**src/design/nrmc_pkg.sv**
```systemverilog
// nrmc_pkg: shared types, character codes and calendar constants for the
// RMC sentence parser. No dependencies.
`timescale 1ns / 1ps

package nrmc_pkg;

  localparam logic [7:0] CHAR_NL    = 8'h0A;
  localparam logic [7:0] CHAR_COMMA = 8'h2C;
  localparam logic [7:0] CHAR_DOT   = 8'h2E;
  localparam logic [7:0] CHAR_ZERO  = 8'h30;
  localparam logic [7:0] CHAR_NINE  = 8'h39;

  // header match progress: 0..5 chars matched so far, then match or fail
  localparam logic [2:0] HDR_MATCH = 3'd6;
  localparam logic [2:0] HDR_FAIL  = 3'd7;

  localparam logic [3:0] FLD_TIME  = 4'd1;
  localparam logic [3:0] FLD_LAT   = 4'd3;
  localparam logic [3:0] FLD_LON   = 4'd5;
  localparam logic [3:0] FLD_SPEED = 4'd7;
  localparam logic [3:0] FLD_DATE  = 4'd9;
  localparam logic [3:0] FLD_MAX   = 4'd15;
  localparam logic [3:0] CNT_MAX   = 4'd15;

  localparam logic [3:0] NIB_DOT   = 4'd10;
  localparam logic [3:0] NIB_OTHER = 4'd11;

  localparam logic [29:0] SPEED_MAX = 30'd999999999;
  localparam logic [43:0] LAT_EMPTY = 44'hFFF_FFFF_FFFF;
  localparam logic [47:0] LON_EMPTY = 48'hFFFF_FFFF_FFFF;
  localparam logic [43:0] LAT_RESET = {4'h0, 40'hFF_FFFF_FFFF};
  localparam logic [47:0] LON_RESET = {4'h0, 44'hFFF_FFFF_FFFF};

  localparam logic [4:0] UTC_OFFSET_RESET = 5'd8;
  localparam logic [4:0] HOUR_MAX         = 5'd23;
  localparam logic [6:0] HOURS_PER_DAY    = 7'd24;
  localparam logic [6:0] MONTHS_PER_YEAR  = 7'd12;
  localparam logic [6:0] YEAR_MAX         = 7'd99;
  localparam logic [6:0] MIN_SEC_MAX      = 7'd59;
  localparam logic [6:0] DAY_MAX          = 7'd31;
  localparam logic [6:0] FEB_LEAP_DAYS    = 7'd29;

  typedef enum logic [2:0] {
    SPD_IDLE  = 3'd0,
    SPD_INT   = 3'd1,
    SPD_FRAC0 = 3'd2,
    SPD_FRAC1 = 3'd3,
    SPD_FRAC2 = 3'd4,
    SPD_DONE  = 3'd5,
    SPD_DOT   = 3'd6,
    SPD_STOP  = 3'd7
  } spd_mode_t;

  typedef struct packed {
    logic [7:0] rx_byte;
  } rx_word_t;

  typedef struct packed {
    logic [4:0] utc_offset_hours;
  } cfg_word_t;

  typedef struct packed {
    logic [6:0]  local_year;
    logic [3:0]  local_month;
    logic [4:0]  local_day;
    logic [4:0]  local_hour;
    logic [5:0]  local_minute;
    logic [5:0]  local_second;
    logic [29:0] speed_milliknots;
    logic [43:0] latitude_text;
    logic [47:0] longitude_text;
    logic        line_truncated;
  } res_word_t;

  // line snapshot handed from the parser to the calendar stage
  typedef struct packed {
    logic [23:0] time_cap;
    logic [23:0] date_cap;
    logic [29:0] speed;
    logic [43:0] lat;
    logic [47:0] lon;
    logic        trunc;
  } snap_t;

  function automatic logic [7:0] hdr_char(input logic [2:0] idx);
    case (idx)
      3'd0:    return 8'h24;  // $
      3'd1:    return 8'h47;  // G
      3'd2:    return 8'h50;  // P
      3'd3:    return 8'h52;  // R
      3'd4:    return 8'h4D;  // M
      3'd5:    return 8'h43;  // C
      default: return 8'h00;
    endcase
  endfunction

  function automatic logic [6:0] month_len(input logic [3:0] idx);
    case (idx)
      4'd1:                 return 7'd28;
      4'd3, 4'd5, 4'd8, 4'd10: return 7'd30;
      default:              return 7'd31;
    endcase
  endfunction

endpackage

```
**src/design/nrmc_if.sv**
```systemverilog
// nrmc_if: valid/ready channel interfaces for received bytes, results and
// the offset register write. Depends on nrmc_pkg.
`timescale 1ns / 1ps

interface nrmc_rx_if import nrmc_pkg::*; ();
  logic     valid;
  logic     ready;
  rx_word_t data;
  modport source (output valid, output data, input ready);
  modport sink (input valid, input data, output ready);
endinterface

interface nrmc_res_if import nrmc_pkg::*; ();
  logic      valid;
  logic      ready;
  res_word_t data;
  modport source (output valid, output data, input ready);
  modport sink (input valid, input data, output ready);
endinterface

interface nrmc_cfg_if import nrmc_pkg::*; ();
  logic      valid;
  logic      ready;
  cfg_word_t data;
  modport source (output valid, output data, input ready);
  modport sink (input valid, input data, output ready);
endinterface

```
**src/design/nrmc_parse.sv**
```systemverilog
// nrmc_parse: input byte register, per-line parse state and the line
// snapshot register loaded at each RMC newline. Depends on nrmc_pkg.
`timescale 1ns / 1ps

module nrmc_parse import nrmc_pkg::*; #(
  parameter int MAX_LINE = 128
) (
  input  logic       clk,
  input  logic       rst,
  input  logic       byte_valid,
  output logic       byte_ready,
  input  logic [7:0] byte_in,
  output logic       snap_valid,
  input  logic       snap_ready,
  output snap_t      snap
);

  localparam int LW = $clog2(MAX_LINE + 1);

  logic [7:0]    byte_q;
  logic          byte_v;
  logic          consume;

  logic [2:0]    header_progress, header_progress_next;
  logic          line_is_rmc, line_is_rmc_next;
  logic [LW-1:0] line_length, line_length_next;
  logic [3:0]    field_number, field_number_next;
  logic [3:0]    field_char_count, field_char_count_next;
  logic [23:0]   time_capture, time_capture_next;
  logic [23:0]   date_capture, date_capture_next;
  logic [29:0]   speed_acc, speed_acc_next;
  spd_mode_t     spd_mode, spd_mode_next;
  logic [43:0]   lat_shift, lat_shift_next;
  logic [47:0]   lon_shift, lon_shift_next;
  logic [43:0]   stored_lat, stored_lat_next;
  logic [47:0]   stored_lon, stored_lon_next;
  logic [29:0]   stored_speed, stored_speed_next;
  logic          overflow_seen, overflow_seen_next;
  logic          snap_load;
  snap_t         snap_next;

  logic          is_dig;
  logic [3:0]    dig_val;
  logic [3:0]    text_nib;
  logic [3:0]    cap_nib;
  logic [29:0]   acc_push;
  logic [9:0]    end_scale;
  logic [29:0]   acc_scaled;
  logic [9:0]    commit_scale;
  logic          commit_en;
  logic [29:0]   acc_commit;

  function automatic logic [29:0] sat30(input logic [39:0] v);
    return (v > 40'(SPEED_MAX)) ? SPEED_MAX : v[29:0];
  endfunction

  assign consume    = byte_v && (!snap_valid || snap_ready);
  assign byte_ready = !byte_v || consume;

  always_ff @(posedge clk) begin
    if (rst) begin
      byte_v <= 1'b0;
    end else if (byte_ready) begin
      byte_v <= byte_valid;
    end
    if (byte_ready && byte_valid) begin
      byte_q <= byte_in;
    end
  end

  // character classes and arithmetic shared by the step logic
  assign is_dig   = (byte_q >= CHAR_ZERO) && (byte_q <= CHAR_NINE);
  assign dig_val  = is_dig ? 4'(byte_q - CHAR_ZERO) : 4'd0;
  assign text_nib = is_dig ? dig_val : ((byte_q == CHAR_DOT) ? NIB_DOT : NIB_OTHER);
  assign cap_nib  = is_dig ? 4'(dig_val + 4'd1) : 4'd0;
  assign acc_push = sat30(40'(speed_acc) * 40'd10 + 40'(dig_val));

  always_comb begin
    case (spd_mode)
      SPD_INT, SPD_FRAC0: end_scale = 10'd1000;
      SPD_FRAC1:          end_scale = 10'd100;
      default:            end_scale = 10'd10;
    endcase
  end
  assign acc_scaled = sat30(40'(speed_acc) * 40'(end_scale));

  always_comb begin
    commit_en = 1'b1;
    case (spd_mode)
      SPD_INT, SPD_FRAC0: commit_scale = 10'd1000;
      SPD_FRAC1:          commit_scale = 10'd100;
      SPD_FRAC2:          commit_scale = 10'd10;
      SPD_DONE:           commit_scale = 10'd1;
      default: begin
        commit_scale = 10'd1;
        commit_en    = 1'b0;
      end
    endcase
  end
  assign acc_commit = sat30(40'(speed_acc) * 40'(commit_scale));

  always_comb begin
    header_progress_next  = header_progress;
    line_is_rmc_next      = line_is_rmc;
    line_length_next      = line_length;
    field_number_next     = field_number;
    field_char_count_next = field_char_count;
    time_capture_next     = time_capture;
    date_capture_next     = date_capture;
    speed_acc_next        = speed_acc;
    spd_mode_next         = spd_mode;
    lat_shift_next        = lat_shift;
    lon_shift_next        = lon_shift;
    stored_lat_next       = stored_lat;
    stored_lon_next       = stored_lon;
    stored_speed_next     = stored_speed;
    overflow_seen_next    = overflow_seen;
    snap_load             = 1'b0;
    snap_next.time_cap    = (field_number >= 4'd2) ? time_capture : 24'd0;
    snap_next.date_cap    = (field_number >= 4'd10) ? date_capture : 24'd0;
    snap_next.speed       = stored_speed;
    snap_next.lat         = stored_lat;
    snap_next.lon         = stored_lon;
    snap_next.trunc       = overflow_seen;

    if (consume) begin
      if (byte_q == CHAR_NL) begin
        snap_load             = line_is_rmc;
        header_progress_next  = 3'd0;
        line_is_rmc_next      = 1'b0;
        line_length_next      = '0;
        field_number_next     = 4'd0;
        field_char_count_next = 4'd0;
        time_capture_next     = 24'd0;
        date_capture_next     = 24'd0;
        speed_acc_next        = 30'd0;
        spd_mode_next         = SPD_IDLE;
        lat_shift_next        = LAT_EMPTY;
        lon_shift_next        = LON_EMPTY;
        overflow_seen_next    = 1'b0;
      end else if (line_length >= LW'(MAX_LINE)) begin
        overflow_seen_next = 1'b1;
      end else begin
        line_length_next = line_length + 1'b1;
        if (header_progress < HDR_MATCH) begin
          if (byte_q == hdr_char(header_progress)) begin
            header_progress_next = header_progress + 3'd1;
          end else begin
            header_progress_next = HDR_FAIL;
          end
          if (header_progress_next == HDR_MATCH) begin
            line_is_rmc_next = 1'b1;
          end
        end

        if (byte_q == CHAR_COMMA) begin
          if (line_is_rmc_next) begin
            if (field_number == FLD_LAT && field_char_count != 4'd0) begin
              stored_lat_next = lat_shift;
            end else if (field_number == FLD_LON && field_char_count != 4'd0) begin
              stored_lon_next = lon_shift;
            end else if (field_number == FLD_SPEED && commit_en) begin
              stored_speed_next = acc_commit;
            end
          end
          if (field_number < FLD_MAX) begin
            field_number_next = field_number + 4'd1;
          end
          field_char_count_next = 4'd0;
          speed_acc_next        = 30'd0;
          spd_mode_next         = SPD_IDLE;
          lat_shift_next        = LAT_EMPTY;
          lon_shift_next        = LON_EMPTY;
        end else begin
          case (field_number)
            FLD_TIME: begin
              for (int i = 0; i < 6; i++) begin
                if (field_char_count == 4'(5 - i)) begin
                  time_capture_next[4*i +: 4] = cap_nib;
                end
              end
            end
            FLD_DATE: begin
              for (int i = 0; i < 6; i++) begin
                if (field_char_count == 4'(5 - i)) begin
                  date_capture_next[4*i +: 4] = cap_nib;
                end
              end
            end
            FLD_LAT: begin
              for (int i = 0; i < 11; i++) begin
                if (field_char_count == 4'(10 - i)) begin
                  lat_shift_next[4*i +: 4] = text_nib;
                end
              end
            end
            FLD_LON: begin
              for (int i = 0; i < 12; i++) begin
                if (field_char_count == 4'(11 - i)) begin
                  lon_shift_next[4*i +: 4] = text_nib;
                end
              end
            end
            FLD_SPEED: begin
              case (spd_mode)
                SPD_IDLE: begin
                  if (is_dig) begin
                    speed_acc_next = 30'(dig_val);
                    spd_mode_next  = SPD_INT;
                  end else if (byte_q == CHAR_DOT) begin
                    spd_mode_next = SPD_DOT;
                  end else begin
                    spd_mode_next = SPD_STOP;
                  end
                end
                SPD_INT: begin
                  if (is_dig) begin
                    speed_acc_next = acc_push;
                  end else if (byte_q == CHAR_DOT) begin
                    spd_mode_next = SPD_FRAC0;
                  end else begin
                    speed_acc_next = acc_scaled;
                    spd_mode_next  = SPD_DONE;
                  end
                end
                SPD_FRAC0, SPD_FRAC1, SPD_FRAC2: begin
                  if (is_dig) begin
                    speed_acc_next = acc_push;
                    spd_mode_next  = spd_mode_t'(spd_mode + 3'd1);
                  end else begin
                    speed_acc_next = acc_scaled;
                    spd_mode_next  = SPD_DONE;
                  end
                end
                SPD_DOT: begin
                  if (is_dig) begin
                    speed_acc_next = 30'(dig_val);
                    spd_mode_next  = SPD_FRAC1;
                  end else begin
                    spd_mode_next = SPD_STOP;
                  end
                end
                default: ;
              endcase
            end
            default: ;
          endcase
          if (field_char_count < CNT_MAX) begin
            field_char_count_next = field_char_count + 4'd1;
          end
        end
      end
    end
  end

  always_ff @(posedge clk) begin
    if (rst) begin
      header_progress  <= 3'd0;
      line_is_rmc      <= 1'b0;
      line_length      <= '0;
      field_number     <= 4'd0;
      field_char_count <= 4'd0;
      time_capture     <= 24'd0;
      date_capture     <= 24'd0;
      speed_acc        <= 30'd0;
      spd_mode         <= SPD_IDLE;
      lat_shift        <= LAT_EMPTY;
      lon_shift        <= LON_EMPTY;
      stored_lat       <= LAT_RESET;
      stored_lon       <= LON_RESET;
      stored_speed     <= 30'd0;
      overflow_seen    <= 1'b0;
      snap_valid       <= 1'b0;
    end else begin
      header_progress  <= header_progress_next;
      line_is_rmc      <= line_is_rmc_next;
      line_length      <= line_length_next;
      field_number     <= field_number_next;
      field_char_count <= field_char_count_next;
      time_capture     <= time_capture_next;
      date_capture     <= date_capture_next;
      speed_acc        <= speed_acc_next;
      spd_mode         <= spd_mode_next;
      lat_shift        <= lat_shift_next;
      lon_shift        <= lon_shift_next;
      stored_lat       <= stored_lat_next;
      stored_lon       <= stored_lon_next;
      stored_speed     <= stored_speed_next;
      overflow_seen    <= overflow_seen_next;
      if (!snap_valid || snap_ready) begin
        snap_valid <= snap_load;
      end
    end
    if (snap_load) begin
      snap <= snap_next;
    end
  end

  a_rmc_flag: assert property (@(posedge clk) disable iff (rst)
    line_is_rmc == (header_progress == HDR_MATCH))
    else $error("rmc flag out of step with header match");

  a_overflow_len: assert property (@(posedge clk) disable iff (rst)
    overflow_seen |-> (line_length == LW'(MAX_LINE)))
    else $error("overflow flagged below max line length");

  a_newline_clear: assert property (@(posedge clk) disable iff (rst)
    (consume && byte_q == CHAR_NL) |=> (line_length == '0 && field_number == 4'd0))
    else $error("line state not cleared at newline");

  a_snap_hold: assert property (@(posedge clk) disable iff (rst)
    (snap_valid && !snap_ready) |=> (snap_valid && $stable(snap)))
    else $error("snapshot changed while stalled");

endmodule

```
**src/design/nrmc_calendar.sv**
```systemverilog
// nrmc_calendar: splits captured time/date digits, adds the local offset
// with day/month/year rollover, and holds the result register. Depends on nrmc_pkg.
`timescale 1ns / 1ps

module nrmc_calendar import nrmc_pkg::*; (
  input  logic       clk,
  input  logic       rst,
  input  logic       snap_valid,
  output logic       snap_ready,
  input  snap_t      snap,
  input  logic [4:0] utc_offset,
  output logic       res_valid,
  input  logic       res_ready,
  output res_word_t  res
);

  logic [20:0] t_grp, d_grp;
  logic [6:0]  t_hour, t_min, t_sec;
  logic [6:0]  d_day, d_mon, d_year;
  logic [4:0]  off;
  logic [6:0]  hour_sum, hour_wrap;
  logic        carry, mvalid;
  logic [6:0]  lim, dd, mm, yy;
  res_word_t   res_next;

  // two-digit groups from nibble-coded capture (digit+1, 0 = no digit)
  function automatic logic [20:0] split_groups(input logic [23:0] cap);
    logic       stop;
    logic [3:0] a, b;
    logic [20:0] r;
    stop = 1'b0;
    r    = '0;
    for (int g = 0; g < 3; g++) begin
      a = cap[23 - 8*g -: 4];
      b = cap[19 - 8*g -: 4];
      if (stop || a == 4'd0 || a > 4'd10) begin
        r[20 - 7*g -: 7] = 7'd0;
        stop = 1'b1;
      end else if (b == 4'd0 || b > 4'd10) begin
        r[20 - 7*g -: 7] = 7'(a - 4'd1);
        stop = 1'b1;
      end else begin
        r[20 - 7*g -: 7] = 7'(a - 4'd1) * 7'd10 + 7'(b - 4'd1);
      end
    end
    return r;
  endfunction

  assign snap_ready = !res_valid || res_ready;

  assign t_grp  = split_groups(snap.time_cap);
  assign d_grp  = split_groups(snap.date_cap);
  assign t_hour = t_grp[20:14];
  assign t_min  = t_grp[13:7];
  assign t_sec  = t_grp[6:0];
  assign d_day  = d_grp[20:14];
  assign d_mon  = d_grp[13:7];
  assign d_year = d_grp[6:0];

  assign off       = (utc_offset > HOUR_MAX) ? HOUR_MAX : utc_offset;
  assign hour_sum  = t_hour + 7'(off);
  assign carry     = hour_sum >= HOURS_PER_DAY;
  assign hour_wrap = carry ? hour_sum - HOURS_PER_DAY : hour_sum;
  assign mvalid    = (d_mon >= 7'd1) && (d_mon <= MONTHS_PER_YEAR);
  assign lim       = (d_mon == 7'd2 && d_year[1:0] == 2'd0) ? FEB_LEAP_DAYS
                                                            : month_len(4'(d_mon - 7'd1));

  always_comb begin
    dd = d_day;
    mm = d_mon;
    yy = d_year;
    if (carry) begin
      dd = d_day + 7'd1;
      if (mvalid && dd > lim) begin
        dd = 7'd1;
        mm = d_mon + 7'd1;
        if (mm > MONTHS_PER_YEAR) begin
          mm = 7'd1;
          yy = (d_year >= YEAR_MAX) ? 7'd0 : d_year + 7'd1;
        end
      end
    end
  end

  always_comb begin
    res_next.local_year       = yy;
    res_next.local_month      = mvalid ? mm[3:0] : 4'd0;
    res_next.local_day        = (dd > DAY_MAX) ? 5'd31 : dd[4:0];
    res_next.local_hour       = (hour_wrap > 7'(HOUR_MAX)) ? HOUR_MAX : hour_wrap[4:0];
    res_next.local_minute     = (t_min > MIN_SEC_MAX) ? 6'd59 : t_min[5:0];
    res_next.local_second     = (t_sec > MIN_SEC_MAX) ? 6'd59 : t_sec[5:0];
    res_next.speed_milliknots = snap.speed;
    res_next.latitude_text    = snap.lat;
    res_next.longitude_text   = snap.lon;
    res_next.line_truncated   = snap.trunc;
  end

  always_ff @(posedge clk) begin
    if (rst) begin
      res_valid <= 1'b0;
    end else if (snap_ready) begin
      res_valid <= snap_valid;
    end
    if (snap_valid && snap_ready) begin
      res <= res_next;
    end
  end

  a_res_hold: assert property (@(posedge clk) disable iff (rst)
    (res_valid && !res_ready) |=> (res_valid && $stable(res)))
    else $error("result changed while stalled");

  a_month_range: assert property (@(posedge clk) disable iff (rst)
    res_valid |-> (res.local_month <= 4'd12 && res.local_hour <= HOUR_MAX))
    else $error("result month or hour out of range");

  a_load: assert property (@(posedge clk) disable iff (rst)
    (snap_valid && snap_ready) |=> res_valid)
    else $error("snapshot taken but no result");

endmodule

```
**src/design/nmea_rmc_parser_local_time_unit.sv**
```systemverilog
// Path: an accepted newline byte passes the byte register, then the parse/snapshot
// register, then the calendar result register, before its result is valid.
// Throughput: one byte per cycle; stalls only when the result register is held.
// Reset (rst, sync, active high): line state cleared, stored position text "0",
// stored speed 0, UTC offset 8. No clearing pass; ready right after reset.
`timescale 1ns / 1ps

module nmea_rmc_parser_local_time_unit import nrmc_pkg::*; #(
  parameter int MAX_LINE = 128
) (
  input logic       clk,
  input logic       rst,
  nrmc_rx_if.sink   rx,
  nrmc_res_if.source res,
  nrmc_cfg_if.sink  cfg
);

  logic [4:0] utc_offset;
  logic       snap_valid;
  logic       snap_ready;
  snap_t      snap;

  assign cfg.ready = 1'b1;

  always_ff @(posedge clk) begin
    if (rst) begin
      utc_offset <= UTC_OFFSET_RESET;
    end else if (cfg.valid) begin
      utc_offset <= cfg.data.utc_offset_hours;
    end
  end

  nrmc_parse #(
    .MAX_LINE (MAX_LINE)
  ) u_parse (
    .clk        (clk),
    .rst        (rst),
    .byte_valid (rx.valid),
    .byte_ready (rx.ready),
    .byte_in    (rx.data.rx_byte),
    .snap_valid (snap_valid),
    .snap_ready (snap_ready),
    .snap       (snap)
  );

  nrmc_calendar u_calendar (
    .clk        (clk),
    .rst        (rst),
    .snap_valid (snap_valid),
    .snap_ready (snap_ready),
    .snap       (snap),
    .utc_offset (utc_offset),
    .res_valid  (res.valid),
    .res_ready  (res.ready),
    .res        (res.data)
  );

endmodule
```
**src/flat_wrapper.sv**
```systemverilog
// flat-port wrapper written by rule: the top's interface ports become plain ports
module nmea_rmc_parser_local_time_unit_flat import nrmc_pkg::*;
#(
  parameter int MAX_LINE = 128
)
  (clk, rst, rx_valid, rx_data, rx_ready, res_valid, res_data, res_ready, cfg_valid, cfg_data, cfg_ready);
  nrmc_rx_if rx_i ();
  nrmc_res_if res_i ();
  nrmc_cfg_if cfg_i ();
  input logic clk;
  input logic rst;
  input wire logic [$bits(rx_i.valid)-1:0] rx_valid;
  input wire logic [$bits(rx_i.data)-1:0] rx_data;
  output wire logic [$bits(rx_i.ready)-1:0] rx_ready;
  output wire logic [$bits(res_i.valid)-1:0] res_valid;
  output wire logic [$bits(res_i.data)-1:0] res_data;
  input wire logic [$bits(res_i.ready)-1:0] res_ready;
  input wire logic [$bits(cfg_i.valid)-1:0] cfg_valid;
  input wire logic [$bits(cfg_i.data)-1:0] cfg_data;
  output wire logic [$bits(cfg_i.ready)-1:0] cfg_ready;
  assign rx_i.valid = rx_valid;
  assign rx_i.data = rx_data;
  assign rx_ready = rx_i.ready;
  assign res_valid = res_i.valid;
  assign res_data = res_i.data;
  assign res_i.ready = res_ready;
  assign cfg_i.valid = cfg_valid;
  assign cfg_i.data = cfg_data;
  assign cfg_ready = cfg_i.ready;
  nmea_rmc_parser_local_time_unit #(.MAX_LINE(MAX_LINE)) u_core (.clk(clk), .rst(rst), .rx(rx_i), .res(res_i), .cfg(cfg_i));
endmodule
```
**config.mk**
```make
export PLATFORM = sky130hd
export DESIGN_NAME = nmea_rmc_parser_local_time_unit_flat
export DESIGN_NICKNAME = d
export VERILOG_FILES = /design/src/design/nrmc_pkg.sv /design/src/design/nrmc_if.sv /design/src/design/nrmc_parse.sv /design/src/design/nrmc_calendar.sv /design/src/design/nmea_rmc_parser_local_time_unit.sv /design/src/flat_wrapper.sv
export SDC_FILE = /design/constraint.sdc
export NUM_CORES = 2
export LEC_CHECK = 0
export BUFFER_PORTS_ARGS = -buffer_cell sky130_fd_sc_hd__buf_2
export CAP_MARGIN = 30
export CORE_ASPECT_RATIO = 0.75
export CORE_MARGIN = 2
export CORE_UTILIZATION = 35
export CTS_CLUSTER_DIAMETER = 60
export CTS_CLUSTER_SIZE = 8
export DETAILED_ROUTE_END_ITERATION = 6
export REMOVE_ABC_BUFFERS = 1
export SLEW_MARGIN = 20
export SYNTH_ARGS = -nofsm -noshare
export SYNTH_HDL_FRONTEND = slang
export SYNTH_SLANG_ARGS = --single-unit
```
**constraint.sdc**
```tcl
create_clock -name clk -period 11.2 [get_ports clk]
set_input_delay 2.24 -clock clk [delete_from_list [all_inputs] [get_ports clk]]
set_output_delay 2.24 -clock clk [all_outputs]
set_load 0.05 [all_outputs]
```
## Yosys cells after proc, flatten, opt, wreduce, memory -nomap -nowiden

Index checks and enable logic that the tools add are counted.

| cells by class | value |
|---|---|
| $add $sub $neg | 32 |
| multiply operators | 9 |
| order comparisons | 34 |
| eq/ne operators | 43 |
| multiplexer cells | 131 |
| bitwise operators | 4 |
| reductions and logical operators | 129 |

Operators by type and width:

| operator | count |
|---|---|
| 30-bit two-way mux | 11 |
| 24-bit two-way mux | 8 |
| 48-bit two-way mux | 4 |
| 44-bit two-way mux | 4 |
| 7-bit two-way mux | 20 |
| 4-bit two-way mux | 32 |
| 4-bit AND reduction | 24 |
| 30-bit one-hot mux with 3 select lines | 1 |
| 40-bit by 30-bit greater-than comparator with 1-bit output (second input constant) | 2 |
| 30-bit by 10-bit multiplier with 40-bit output | 2 |
| 5-bit AND reduction | 13 |
| 4-bit by 1-bit subtractor with 5-bit output (second input constant) | 12 |
| 4-bit logical NOT | 13 |
| 3-bit two-way mux | 17 |
| 4-bit greater-than comparator (second input constant) | 12 |
| 8-bit two-way mux | 6 |
| 3-bit nonzero test | 16 |
| 7-bit adder | 6 |
| 7-bit by 3-bit multiplier with 6-bit output (second input constant) | 6 |
| 7-bit one-hot mux with 6 select lines | 1 |
| 34-bit by 4-bit adder with 35-bit output | 1 |
| 35-bit by 30-bit greater-than comparator with 1-bit output (second input constant) | 1 |
| 30-bit by 3-bit multiplier with 33-bit output (second input constant) | 1 |
| 10-bit one-hot mux with 3 select lines | 1 |
| 62 further kinds | 168 |

| storage, ports and cells | value |
|---|---|
| register bits | 659 |
| input bits | 18 |
| output and inout bits | 159 |

## Logic depth before layout (Yosys ltp)

| logic depth | value |
|---|---|
| depth in word-level cells | 20 |
| mapped depth | 33 |

## Modules after synthesis

Synthesis repeated with hierarchy kept, for this count alone.

| unflattened totals | value |
|---|---|
| cells, all modules | 4848 |
| area total of the unflattened synthesis | 47181.5 sq um |

By module, submodules not included:

| module | instances | cells each | area each (sq um) | seq. area each (sq um) |
|---|---|---|---|---|
| nrmc_parse | 1 | 3973 | 37159.4 | 11741.3 |
| nrmc_calendar | 1 | 857 | 9826.9 | 4704.5 |
| nmea_rmc_parser_local_time_unit | 1 | 18 | 195.2 | 100.1 |

## Worst setup path before layout

OpenSTA, ideal clock, no wires.

| timing | value |
|---|---|
| kind | input -> register |
| from | input res_ready |
| to | register u_core.u_calendar.res[0] in the netlist's numbering (enable) |
| arrival | 9208 ps |
| data required time | 10508 ps |
| slack | 1300 ps |
| cell stages on the path | 2 |
| path buffers | 0 |
| path through | nor2b_1 nor2b_1 |

| on the way | value |
|---|---|
| cells in the longest elaborated chain, start to end | 2 |

RTL lines:

| item | line | source |
|---|---|---|
| start, declared | flat_wrapper.sv:17 | `input wire logic [$bits(res_i.ready)-1:0] res_ready;` |
| 1-bit logical OR | nrmc_calendar.sv:49 | `assign snap_ready = !res_valid \|\| res_ready;` |
| 1-bit logical AND | nrmc_calendar.sv:104 | `if (snap_valid && snap_ready) begin` |
| end signal, assigned | nrmc_calendar.sv:105 | `res <= res_next;` |
| end, declared | nrmc_calendar.sv:14 | `output res_word_t res` |

No other way between the ends.
A chain may end at the register's enable or synchronous reset.

## Final worst setup path

| timing | value |
|---|---|
| from | register u_core.u_parse.spd_mode[0] |
| to | register u_core.u_parse.stored_speed[0] |

| on the way | value |
|---|---|
| cells in the longest elaborated chain, start to end | 6 |
| elaborated cells between the ends (all ways) | 14 |
| those cells by class | mul (1); order compare (1); eq/ne (5); mux (3); reduce/logical (4) |

RTL lines:

| item | line | source |
|---|---|---|
| start, declared | nrmc_parse.sv:32 | `spd_mode_t spd_mode, spd_mode_next;` |
| start signal, assigned | nrmc_parse.sv:283 | `spd_mode <= spd_mode_next;` |
| 3-bit by 1-bit equality test with 1-bit output / 3-bit by 2-bit equality test with 1-bit output (equally long branches) | nrmc_parse.sv:89 | `case (spd_mode)` |
| 2-bit OR reduction | nrmc_parse.sv:89 |  |
| 10-bit one-hot mux with 3 select lines | nrmc_parse.sv:89 |  |
| 30-bit by 10-bit multiplier with 40-bit output | nrmc_parse.sv:100 | `assign acc_commit = sat30(40'(speed_acc) * 40'(commit_scale));` |
| 40-bit by 30-bit greater-than comparator with 1-bit output | nrmc_parse.sv:54 | `return (v > 40'(SPEED_MAX)) ? SPEED_MAX : v[29:0];` |
| 30-bit two-way mux | nrmc_parse.sv:54 |  |
| end signal, assigned | nrmc_parse.sv:288 | `stored_speed <= stored_speed_next;` |
| end, declared | nrmc_parse.sv:37 | `logic [29:0] stored_speed, stored_speed_next;` |

Parallel ways exist; a longest one is shown, timed or not.

==> results by group <==
Run status
  – Result of the run: completed

Synth
  – Synth Register Bits: 659
  – EDFF count, synth: ~340
  – Synth async-reset ratio: 0%
  – Avg Inst Size Synth: approximately 9.9 sq um
  – Post-Syn Area: between 40000 and 50000 sq um
  – Synth unique cells: ~110
  – Warning count from the yosys run: 0
  – Gate Count Post-Synth: ~4700
  – Sequential share of the synthesized area: ~36%
  – Dominant synthesized flop cell: edfxtp_1

Die
  – Die X-Extent: between 400 and 500 microns
  – IO Count: roughly 180
  – Core area: roughly 130000 sq um
  – Die height: about 320 microns
  – Full die area: around 140000 sq um
  – Num rows: about 120
  – Initial core utilization: 35.4%

Finish
  – Number of diodes: 0
  – Final nets: between 5000 and 6000
  – # fillers: around 13000
  – Area of the multi-input gates: about 28000 sq um
  – Layout Area Growth over Synthesis: 12.2%
  – Share of cells above drive strength 1: 8.89%
  – Storage element area: about 17000 sq um
  – Post-Layout Cell Count: around 6600

Clock tree
  – Clock latency on the worst-skew pair: approximately 0.70 ns
  – Resized cells post-CTS: 0
  – CTS Buf Count: between 90 and 100
  – H-tree Lvls: 3
  – Post-CTS Setup Repair Bufs: 0
  – Clk root buf: clkbuf_16
  – Clock Sinks: between 600 and 700
  – Max clock buf depth: 3
  – Hold buffer count at cts: 0
  – Clock Pin Slew Worst Setup and Hold Paths: 0.05 ns
  – CTS tree: yes

Global routing
  – Vias in the first global route: ~33000
  – Initial antenna violation count: 0
  – Overflow after GRT: 0
  – Largest net degree at the start of global routing: 157
  – First-pass GRT wire length: ~190 mm
  – GRT Resource Usage Total: ~17%

Power and ir drop
  – Net Sw Power: around 1200 uW
  – Pwr dens: 104 nW/um^2
  – Max VDD drop: 0.126 mV
  – Pleak: ~0.023 uW
  – Comb pwr share: under 10%
  – Int Power: ~4200 uW
  – Clock Power Share: approximately half
  – Switching portion of total power: between 20% and 30%
  – Sequential Power Share: a little under half

Placement
  – Final HPWL DP: between 80 and 90 mm
  – RePlAce Congestion: 0.890
  – Dpl cells: roughly 6400
  – IO Port Bufs: between 150 and 200

Drt
  – Initial DRC count: 2637
  – Routed wire length: 117 mm
  – First drt pass iteration count: 6
  – Vias per cell: roughly 5
  – Vias: between 30000 and 40000
  – Post-route DRC: 0
  – Per-cell routed wire length: between 15 and 20 microns
  – Routed Antenna Nets: 0

Worst setup path
  – Required time worst endpoint: 11.71 ns
  – Critical path type: flop to flop
  – CP Launch Type: flop
  – WP data arrival: slightly below 10 ns
  – Slowest-stage cell, CP: or4_1
  – CP endpoint kind: flop
  – Most common cell on crit path: fa_1
  – R2R setup slack: 2.09 ns
  – Largest stage delay, worst path: around 0.75 ns
  – Crit path max fanout: 46

Timing
  – Worst rel slew slack: 30.6%
  – RSZ-0062 raised after global routing: no
  – Crit share post-route: approximately 81%
  – Fmax: ~110 MHz
  – Final min period: between 9 and 10 ns
  – Clk_skew: between 0.04 and 0.05 ns
  – Setup TNS: 0 ns
  – Final hold violation count: 0
  – Pins over their slew limit: 0
  – Tightest Pin Transition: a little over 1 ns
  – Final setup violating endpoints: 0

Worst hold path
  – Worst Hold Class: flop to flop

Flow run
  – Maxcap violations: 0
Yosys cell counts, types with 13 or more instances:
library cell / count / area share, %
o21ai_0: 161 / 1.7
o21a_1: 20 / 0.32
inv_1: 443 / 3.6
o31ai_1: 16 / 0.26
nor2_1: 390 / 3.1
nand2b_1: 43 / 0.58
or3_1: 13 / 0.17
o22ai_1: 19 / 0.26
a211oi_1: 37 / 0.60
xor2_1: 88 / 1.7
clkbuf_1: 182 / 1.5
xnor2_1: 120 / 2.3
o21bai_1: 28 / 0.45
nand2_1: 465 / 3.7
or2_2: 17 / 0.23
ha_1: 375 / 10
and2_1: 68 / 0.91
nor3b_1: 21 / 0.34
a21o_1: 59 / 0.95
nor4_1: 17 / 0.23
nor2b_1: 147 / 2.0
fa_1: 329 / 14
dfxtp_1: 324 / 14
nand3_1: 60 / 0.64
buf_2: 14 / 0.15
a311oi_1: 15 / 0.28
mux2i_1: 70 / 1.5
a31oi_1: 24 / 0.32
nand4_1: 31 / 0.42
a21oi_1: 212 / 2.3
nor3_1: 71 / 0.76
and3_1: 27 / 0.36
a211o_1: 184 / 3.5
edfxtp_1: 335 / 22
sequential cells by signal, summed over array words and instances, names as in the netlist, 3 cells and up:
name                             flops
u_core.u_parse.stored_lon           48
u_core.utc_offset                    5
u_core.u_parse.field_char_count      4
u_core.u_parse.speed_acc            30
u_core.u_parse.date_capture         24
u_core.u_parse.stored_speed         30
u_core.u_parse.lat_shift            44
u_core.u_parse.field_number          4
u_core.u_parse.time_capture         24
u_core.u_parse.byte_q                8
u_core.u_parse.snap                171
u_core.u_parse.line_length           8
u_core.u_parse.stored_lat           44
u_core.u_calendar.res              156
u_core.u_parse.spd_mode              3
u_core.u_parse.header_progress       3
u_core.u_parse.lon_shift            48
area by class of cell:
type / instances / share of cell area (%)
multi-input cells: 3365 / 52.7
flip-flops and latches: 659 / 31.7
clock buffers: 165 / 5.19
well taps: 1755 / 4.20
inverters: 444 / 3.20
repair buffers: 218 / 2.52
clock inverters: 19 / 0.505
critical path, delay by kind of cell, from the launching register on:
family,cells,cell delay (ns)
buffers and inverters,6,1.04
and+or+nand+nor,5,1.57
adders and majority gates,7,3.46
AOI/OAI and AO/OA,9,2.28
DFF,1,0.34
xor gates and xnor gates,1,0.19
metal layers:
metal	part of all wire [%]	vias up	global-route usage, %
met5	0	-	0
met4	2.5	0	4.65
met3	5.1	153	2.46
met2	44	862	26.6
met1	48	16654	24.8
li1	-	16452	-
logic make-up after synthesis:
| group | synth area share (%) |
|---|---|
| buffers and inverters | 5.45 |
| AO/OA/AOI/OAI | 14.3 |
| XOR/XNOR | 4.02 |
| other | 0.00805 |
| multiplexers | 1.67 |
| adder cells (fa/ha/maj) | 24.2 |
| AND/OR/NAND/NOR | 14.8 |
| flip-flops | 35.5 |
cells in the final DEF (no fill, tap or decap), drive strengths merged, types with 41 or more instances in the layout:
cell type,instances
nor2b,147
fa,329
clkbuf,167
nor2,390
buf,216
nand3,60
xnor2,121
a21o,59
edfxtp,335
a211o,184
a211oi,41
dfxtp,324
mux2i,70
nor3,72
nand2b,43
inv,447
nand2,467
and2,68
ha,375
a21oi,215
o21ai,173
xor2,88
power groups by stage:
| stage | Clock (uW) | Sequential [uW] | Combinational, uW |
|---|---|---|---|
| finish | 2820 | 2530 | 93.0 |
| global route | 3000 | 2530 | 103 |
| CTS | 2900 | 2530 | 90.3 |
| detailed placement | 0 | 2580 | 90.1 |
| global placement | 0 | 2580 | 87.4 |
| floorplan | 0 | 2570 | 43.3 |
final timing paths:
check                                           startpoint                             end  depth (start not counted)
worst max-delay path            u_core.u_parse.spd_mode[0]  u_core.u_parse.stored_speed[0]                         28
worst min-delay path                u_core.u_parse.snap[2]        u_core.u_calendar.res[2]                          0
worst max register to register  u_core.u_parse.spd_mode[0]  u_core.u_parse.stored_speed[0]                         28
worst min register to register      u_core.u_parse.snap[2]        u_core.u_calendar.res[2]                          0
through the flow:
stage               hold WS (ns)  cell area, sq um  worst slack [ns]  utilization, %  power (uW)
CTS                        0.403             52200              2.22            39.6        5520
global placement           0.402             49100              2.26            37.3        2660
finish                     0.400             52300              2.09            39.7        5440
detailed placement         0.405             49200              2.24            37.4        2670
global route               0.420             52300              1.63            39.7        5630
floorplan                  0.400             45700              1.30               -        2620
Note: power is estimated with default switching activity, not from simulation.
